`config.mk`:
```
export PLATFORM = sky130hd
export DESIGN_NAME = vns_lerp
export DESIGN_NICKNAME = d
export VERILOG_FILES = /design/src/hw/rtl/vns_pkg.sv /design/src/hw/rtl/vns_lerp.sv
export SDC_FILE = /design/constraint.sdc
export NUM_CORES = 1
export LEC_CHECK = 0
export ABC_AREA = 0
export BUFFER_PORTS_ARGS = -buffer_cell sky130_fd_sc_hd__buf_2
export CAP_MARGIN = 20
export CORE_ASPECT_RATIO = 0.7
export CORE_MARGIN = 4
export CORE_UTILIZATION = 58
export DETAILED_ROUTE_END_ITERATION = 12
export GPL_TIMING_DRIVEN = 1
export PLACE_DENSITY = 0.87
export SLEW_MARGIN = 0
export SYNTH_ARGS = -nofsm -noshare
export SYNTH_HDL_FRONTEND = slang
export SYNTH_SLANG_ARGS = --single-unit
```
`constraint.sdc`:
```
create_clock -name clk -period 6.2 [get_ports clk]
set_input_delay 0.62 -clock clk [delete_from_list [all_inputs] [get_ports clk]]
set_output_delay 0.62 -clock clk [all_outputs]
set_load 0.005 [all_outputs]
```
`src/hw/rtl/vns_pkg.sv`:
```
package vns_pkg;

    localparam int VALUE_BITS  = 16;
    localparam int FRAC_BITS   = 16;
    localparam int NUM_CORNERS = 8;
    localparam int NUM_BLENDS  = 7;

    localparam logic [1:0] OP_SAMPLE     = 2'd0;
    localparam logic [1:0] OP_WRITE_PERM = 2'd1;
    localparam logic [1:0] OP_WRITE_VAL  = 2'd2;

    typedef logic [VALUE_BITS-1:0] value_t;
    typedef logic [FRAC_BITS-1:0]  frac_t;

    typedef struct packed {
        logic   start;
        frac_t  t;
        value_t a;
        value_t b;
    } lerp_req_t;

    typedef struct packed {
        logic   done;
        value_t value;
    } lerp_rsp_t;

endpackage

```
`src/hw/rtl/vns_lerp.sv`:
```
module vns_lerp
    import vns_pkg::*;
(
    input  logic      clk,
    input  logic      rst_n,
    input  lerp_req_t req,
    output lerp_rsp_t rsp
);

    localparam int DW = VALUE_BITS + 1;
    localparam int PW = DW + FRAC_BITS + 1;

    logic                 s1_valid_reg;
    value_t               s1_a_reg;
    frac_t                s1_t_reg;
    logic signed [DW-1:0] s1_diff_reg;
    logic                 s2_valid_reg;
    value_t               s2_a_reg;
    logic signed [PW-1:0] s2_prod_reg;

    logic signed [PW-1:0]     prod_shift;
    logic [VALUE_BITS:0]      sum;

    always_ff @(posedge clk or negedge rst_n)
    begin
        if (!rst_n)
        begin
            s1_valid_reg <= 1'b0;
            s2_valid_reg <= 1'b0;
            s1_a_reg     <= '0;
            s1_t_reg     <= '0;
            s1_diff_reg  <= '0;
            s2_a_reg     <= '0;
            s2_prod_reg  <= '0;
        end
        else
        begin
            s1_valid_reg <= req.start;
            s2_valid_reg <= s1_valid_reg;
            if (req.start)
            begin
                s1_a_reg    <= req.a;
                s1_t_reg    <= req.t;
                s1_diff_reg <= $signed({1'b0, req.b}) - $signed({1'b0, req.a});
            end
            if (s1_valid_reg)
            begin
                s2_a_reg    <= s1_a_reg;
                s2_prod_reg <= PW'($signed({1'b0, s1_t_reg}) * s1_diff_reg);
            end
        end
    end

    // The arithmetic shift floors the signed product; the true result always
    // lies between a and b, so the sum is exact modulo the value width.
    assign prod_shift = s2_prod_reg >>> FRAC_BITS;
    assign sum        = {1'b0, s2_a_reg} + {1'b0, prod_shift[VALUE_BITS-1:0]};

    assign rsp.done  = s2_valid_reg;
    assign rsp.value = sum[VALUE_BITS-1:0];

endmodule
```
## Word-level counts from Yosys, hierarchy flattened

Index checks and enable logic that the tools add are counted.

| word-level totals | value |
|---|---|
| output and inout bits | 17 |
| bits in registers | 99 |

| operators by class | value |
|---|---|
| add/subtract/negate cells | 2 |
| $mul | 1 |

Operator list:

| operator | count |
|---|---|
| multiplier 17 x 17 -> 32 bit | 1 |
| subtractor 16 x 16 -> 17 bit | 1 |
| adder 16 bit | 1 |

## Longest topological paths before layout

Gate-level depths: netlist of run 1.

| depth | value |
|---|---|
| depth in word-level cells | 1 |
| depth in mapped cells | 23 |
| depth with buffers taken out | 22 |

## Worst setup path before layout of run 1

OpenSTA, ideal clock, no wires.

| timing | value |
|---|---|
| path kind | flip-flop to flip-flop |
| from | register s1_t_reg[10] |
| to | register s2_prod_reg[27] |
| setup time | 69 ps |
| slack | 377 ps |
| data required time | 6,131 ps |
| stages on the path, launching flop included | 22 |
| arrival time | 5,755 ps |
| period minus slack after synthesis | 5,823 ps |
| cells stage by stage | dfrtp_1 -> clkbuf_1 -> and2_1 -> fa_1 -> inv_1 -> fa_1 -> fa_1 -> fa_1 -> inv_1 -> fa_1 -> inv_1 -> fa_1 -> inv_1 -> ha_1 -> nand3_2 -> nor4_4 -> o211ai_2 -> a21oi_4 -> a211o_2 -> a21oi_2 -> or4b_1 -> nand3_1 |

| between the ends | value |
|---|---|
| cells in the longest elaborated chain, start to end | 1 |

RTL lines:

| item | RTL line | source |
|---|---|---|
| from (decl) | vns_lerp.sv:15 | `frac_t s1_t_reg;` |
| from (signal assigned) | vns_lerp.sv:43 | `s1_t_reg <= req.t;` |
| multiplier 17 x 17 -> 32 bit | vns_lerp.sv:49 | `s2_prod_reg <= PW'($signed({1'b0, s1_t_reg}) * s1_diff_reg);` |
| to (signal assigned) | vns_lerp.sv:49 |  |
| to (decl) | vns_lerp.sv:19 | `logic signed [PW-1:0] s2_prod_reg;` |

Every way passes these cells.
A chain may end at the register's enable or synchronous reset.

## Worst setup path after layout of run 1

| timing | value |
|---|---|
| from | register s1_t_reg[2] |
| to | register s2_prod_reg[27] |

Same word-level chain as after synthesis.

==> results of run 1 <==
==> area by class of cell <==
type                       instances  share of cell area, %
antenna                            1                 0.0172
clock buffer                       9                   1.54
clock inverter                     7                  0.643
inverter                         311                   8.00
multi-input combinational        954                   68.4
sequential                        83                   14.3
tap                              312                   2.68
timing repair buffer             104                   4.33
==> stage by stage <==
stage	cell area [um^2]	hold slack (ps)	util (%)	setup slack [ps]	TNS, ps
floorplan	13300	324	-	377	0
global placement	14100	466	62.5	279	0
detailed placement	14100	481	62.5	109	0
CTS	14500	483	64.0	80.3	0
global route	14600	299	64.5	-13.7	-13.7
finish	14600	267	64.5	169	0
==> cell families (layout without fill, tap and decap cells) <==
family / count (synthesis) / count (layout) / synth area share [%]
and+or+nand+nor: 381 / 381 / 15.3
buffers and inverters: 358 / 431 / 10.1
adders and majority gates: 354 / 354 / 45.0
AOI/OAI and AO/OA: 111 / 111 / 5.73
DFF: 83 / 83 / 15.6
muxes: 67 / 67 / 5.65
xor gates and xnor gates: 41 / 41 / 2.69
other: 0 / 1 / 0
==> metal layers <==
layer	track usage [%]	routed length, um	up-vias
li1	-	-	4431
met1	38.2	14200	4985
met2	43.0	15100	528
met3	6.33	3460	73
met4	6.14	711	0
met5	0	0	-
==> Yosys cell counts (2+ instances only) <==
library cell and n:
a211oi_1 3, nand2b_1 12, a311oi_1 3, a211o_1 2
o211ai_1 2, dfrtp_1 83, a41oi_1 2, ha_1 144
o21a_1 6, clkbuf_1 41, a31o_2 2, a31oi_1 4
nand4b_1 2, and3_1 6, nand4_1 5, buf_1 3
or2_2 2, a21o_1 6, inv_1 311, a21o_2 2
nand3_1 10, nor3_1 9, o21ai_1 4, mux2_2 67
xnor2_1 32, nand3b_1 3, o31ai_1 5, nor2_1 24
nand2_1 124, nor2b_1 14, nor4_4 2, o21ai_0 16
nor4_1 2, fa_1 210, a21oi_1 31, o21bai_1 4
and2_1 159, xor2_1 9, buf_2 2, or3_1 5
==> path summary, 6_finish.rpt <==
path,start,end,slack [ps],cells past startpoint
min,rst_n,s1_a_reg[6],270,1
max reg2reg,s1_t_reg[2],s2_prod_reg[27],170,17
max,s1_t_reg[2],s2_prod_reg[27],170,17
max in group asynchronous,rst_n,s1_a_reg[15],5290,2
min in group clk,req[34],s1_t_reg[2],490,2
min reg2reg,s1_a_reg[1],s2_a_reg[1],500,2
==> repair_timing <==
item	CTS	global route
setup buffers	0	2
hold endpoints to repair	0	0
resized for setup	0	19
endpoints found under the setup margin	0	8
==> flow_summary.toml, run 1 <==
[outcome]
status = "finished clean"

[synth]
synthTopCellsByArea = "fa_1, dfrtp_1, ha_1, inv_1, and2_1"
synth-async-reset-ratio_pct = 100
yosysSeqAreaShare_pct = 15.6
ys_seq_elements = 83
syn_inst = 1395
synth_nets = 1800
yosys_warnings = 0
syn-cell-area_um2 = 13300
ys_types = 62
synth-edff-count = 0
netlist.area_leader.share_pct = 31.5
synth_ff_type = "dfrtp_1"
syn_avg_cell_area_um2 = 9.57
synth_top_area_cell = "fa_1"

[global_routing]
grt_pass1_vias = 10700
grtUsageTotal_pct = 27.0
grt_overflow = 0
grt_max_degree = 84
antenna_found_initial = 1
grt_pass1_wl_mm = 54.7

[cells_and_area]
layout-drive-gt1-share_pct = 14.9
final_cell_mix = "inv_1, fa_1, and2_1, ha_1, nand2_1"
final_nets = 1868
syn2layout_area_growth_pct = 9.28
layout.cells.non_filler = 1781
n_fill_cell = 1621
final_common_cell = "inv_1"
ff_latch_area_um2 = 2090
largest_reg_flops = 17
multi_input_area_um2 = 9980

[worst_setup_path]
critical_path.most_common_cell = "fa_1"
cpPeakStageDelay_ps = 780
path_cells = "nand2_1, fa_1, fa_1, inv_1, fa_1, fa_1, fa_1, fa_1, ha_4, nand2_1, nor4_4, o211ai_2, a21oi_4, a211o_4, a21oi_2, or4b_1, nand3_1"
critPathKind = "reg -> reg"
worstPathArrival_ps = 6330
cp_top_family = "adder cells"
end_kind = "flip-flop"
critical_path_required_ps = 6500
crit_path_max_fanout = 15
critical_path_buf_inv_count = 1
crit_slowest_cell = "dfrtp_1"
startpoint_type = "flip-flop"

[routing]
ant_nets = 0
viasPerCell = 5.62
drtPass1Iterations = 7
drc = 0
routed_wirelength_mm = 33.4
wl_per_cell_um = 18.8
vias = 10000
drt_first_iter_violations = 860

[hold_path]
min-delay-path-class = "in -> async"

[cts]
cts_tree = "built"
clk_pin_slew_ps = 70
cts_sinks = 83
clockBufferDepth = 2
cts-htree-levels = 3
numCtsBuffers = 9
ctsHoldBuffers = 0
clk_latency_ps = 360
cts_root_buf = "clkbuf_16"

[floorplanning]
die-area_um2 = 25500
die_w_um = 189
core_area_um2 = 22600
ios = 68
die_y_um = 135
placementRows = 46
initial_core_util_pct = 59.0

[timing]
worst_slew_margin_rel_pct = 50.9
fin_worst_skew_ps = 8.40
rsz0062_at_grt = "yes"
period_minus_slack_ps = 6030
maxSlewViolCount = 0
finalHoldViolations = 0
timing.fmax_ghz = 0.166
setup_viol = 0
period_share_pct = 97.3
worst_pin_slew_ps = 737

[place]
detailed_place_hpwl_mm = 26.9
port_buffers = 67
dp.cells = 1761
place_congestion = 0.940

[flow_run]
drv_cap = 0
Power of run 1 is not shown: default switching activity piles up to over one toggle a cycle in this logic, so the estimate is an artifact.
==> inputs of run 2 (changes only) <==
- REMOVE_ABC_BUFFERS: default -> 1
==> run 2 against run 1 <==
Non-clock buffer count grew 16; clock-buffer cell count grew 1; largest cell class unchanged; cell area grew 0.52%; global-route usage grew 0.19 points; wire length grew 0.27%; critical path depth grew 2; critical path type unchanged; die area is the same; clock skew is essentially flat; register-to-register slack lost 50 ps; sequential cell count is the same; hold slack lost 33 ps.
==> flow_summary.toml, run 2 (same netlist as run 1, synthesis figures left out) <==
[worst_setup_path]
reg2reg_slack_ps = 120
path_cells = "clkbuf_2, buf_4, nand2_1, fa_1, fa_1, fa_1, inv_1, fa_1, fa_1, fa_1, ha_1, nand2_1, nor4_4, o211ai_2, a21oi_4, a211o_4, a21oi_2, or4b_1, nand3_1"
cp_top_family = "adder cells"
end_kind = "flip-flop"
crit_path_max_fanout = 9
worstPathArrival_ps = 6380
rr_endpoint = "s2_prod_reg[27]"
cpPeakStageDelay_ps = 560
critPathKind = "reg -> reg"
worstRegToRegCells = 19
critical_path.most_common_cell = "fa_1"
critical_path_buf_inv_count = 3
crit_slowest_cell = "fa_1"
startpoint_type = "flip-flop"
r2r_start = "s1_diff_reg[2]"
critical_path_required_ps = 6500

[timing]
worst_slew_margin_rel_pct = 53.4
maxSlewViolCount = 0
finalHoldViolations = 0
setup_viol = 0
final.setup.tns_ps = 0
setup_ws_ps = 122
timing.fmax_ghz = 0.165
period_minus_slack_ps = 6080
fin_worst_skew_ps = 8.59
worst_pin_slew_ps = 698
period_share_pct = 98.0

[cells_and_area]
layout-drive-gt1-share_pct = 16.1
largest_reg_flops = 17
final_util_pct = 64.8
final_common_cell = "inv_1"
final_nets = 1884
antenna_cells = 0
final_cell_mix = "inv_1, fa_1, and2_1, ha_1, nand2_1"
finalInstanceArea_um2 = 14700
syn2layout_area_growth_pct = 9.85

[cts]
cts_sinks = 83
clk_pin_slew_ps = 70
numCtsBuffers = 9
clk_latency_ps = 360
cts-htree-levels = 3
clockBufferDepth = 2
cts_root_buf = "clkbuf_16"
cts_tree = "built"

[place]
detailed_place_hpwl_mm = 27.0
placed_cell_area_um2 = 14200
port_buffers = 67
place_congestion = 0.934
pre_cts_slack_ps = 53.1

[routing]
drtPass1Iterations = 5
ant_nets = 0
drc = 0
viasPerCell = 5.63
wl_per_cell_um = 18.7
routed_wirelength_mm = 33.5
vias = 10100
drt_first_iter_violations = 874

[floorplanning]
initial_core_util_pct = 59.0
die_w_um = 189
ios = 68
die-area_um2 = 25500
die_y_um = 135
placementRows = 46
core_area_um2 = 22600

[global_routing]
grt_pass1_wl_mm = 55.0
antenna_found_initial = 1
grtUsageTotal_pct = 27.2
grt_max_degree = 84
grt_pass1_vias = 10700
grt_overflow = 0

[flow_run]
drv_cap = 0

[outcome]
status = "finished clean"

[hold_path]
min-delay-path-class = "in -> async"
==> run 2: cell type report <==
type                    instances  area (um^2)
multi-input cells             954         9950
clock buffers                  10          239
inverters                     311         1170
clock inverters                 6         51.3
fillers                      1604         7960
well taps                     312          390
flip-flops and latches         83         2100
repair buffers                120          763
==> run 2: what timing repair did <==
action | CTS | global route
resized for setup | 0 | 23
buffers inserted | 0 | 12
setup endpoints to repair | 0 | 9
hold buffers | 0 | 0
==> run 2: routing by layer <==
metal  vias up  part of all wire (%)  wire length (um)  track usage (%)
met5         -                     0                 0                0
met4         0                   2.1               703             7.07
met3        70                    11              3670             6.87
met2       562                    45             15200             42.4
met1      5006                    42             13900             38.6
li1       4481                     -                 -                -
==> run 2: worst max path at each step <==
stage                   startpoint              end  slack (ps)  cells after the start
detailed placement  s1_diff_reg[5]  s2_prod_reg[28]          50                     20
global route        s1_diff_reg[2]  s2_prod_reg[27]         -30                     19
finish              s1_diff_reg[2]  s2_prod_reg[27]         120                     19
floorplan             s1_t_reg[10]  s2_prod_reg[27]         460                     20
CTS                 s1_diff_reg[5]  s2_prod_reg[28]          40                     20
global placement    s1_diff_reg[2]  s2_prod_reg[31]         220                     20
==> run 2: worst reg2reg max path: cells and delay by family (launching register included) <==
family	cells	cell delay (ps)
DFF	1	410
buffers and inverters	3	440
adders and majority gates	7	3370
AOI/OAI and AO/OA	4	710
and+or+nand+nor	5	1100
==> run 2: through the flow <==
step | std cells | hold WS, ps
detailed placement | 1767 | 476
CTS | 1783 | 486
global placement | 1767 | 465
floorplan | 1348 | 324
finish | 1796 | 234
global route | 1796 | 263
Power of run 2 is left out for the same reason.
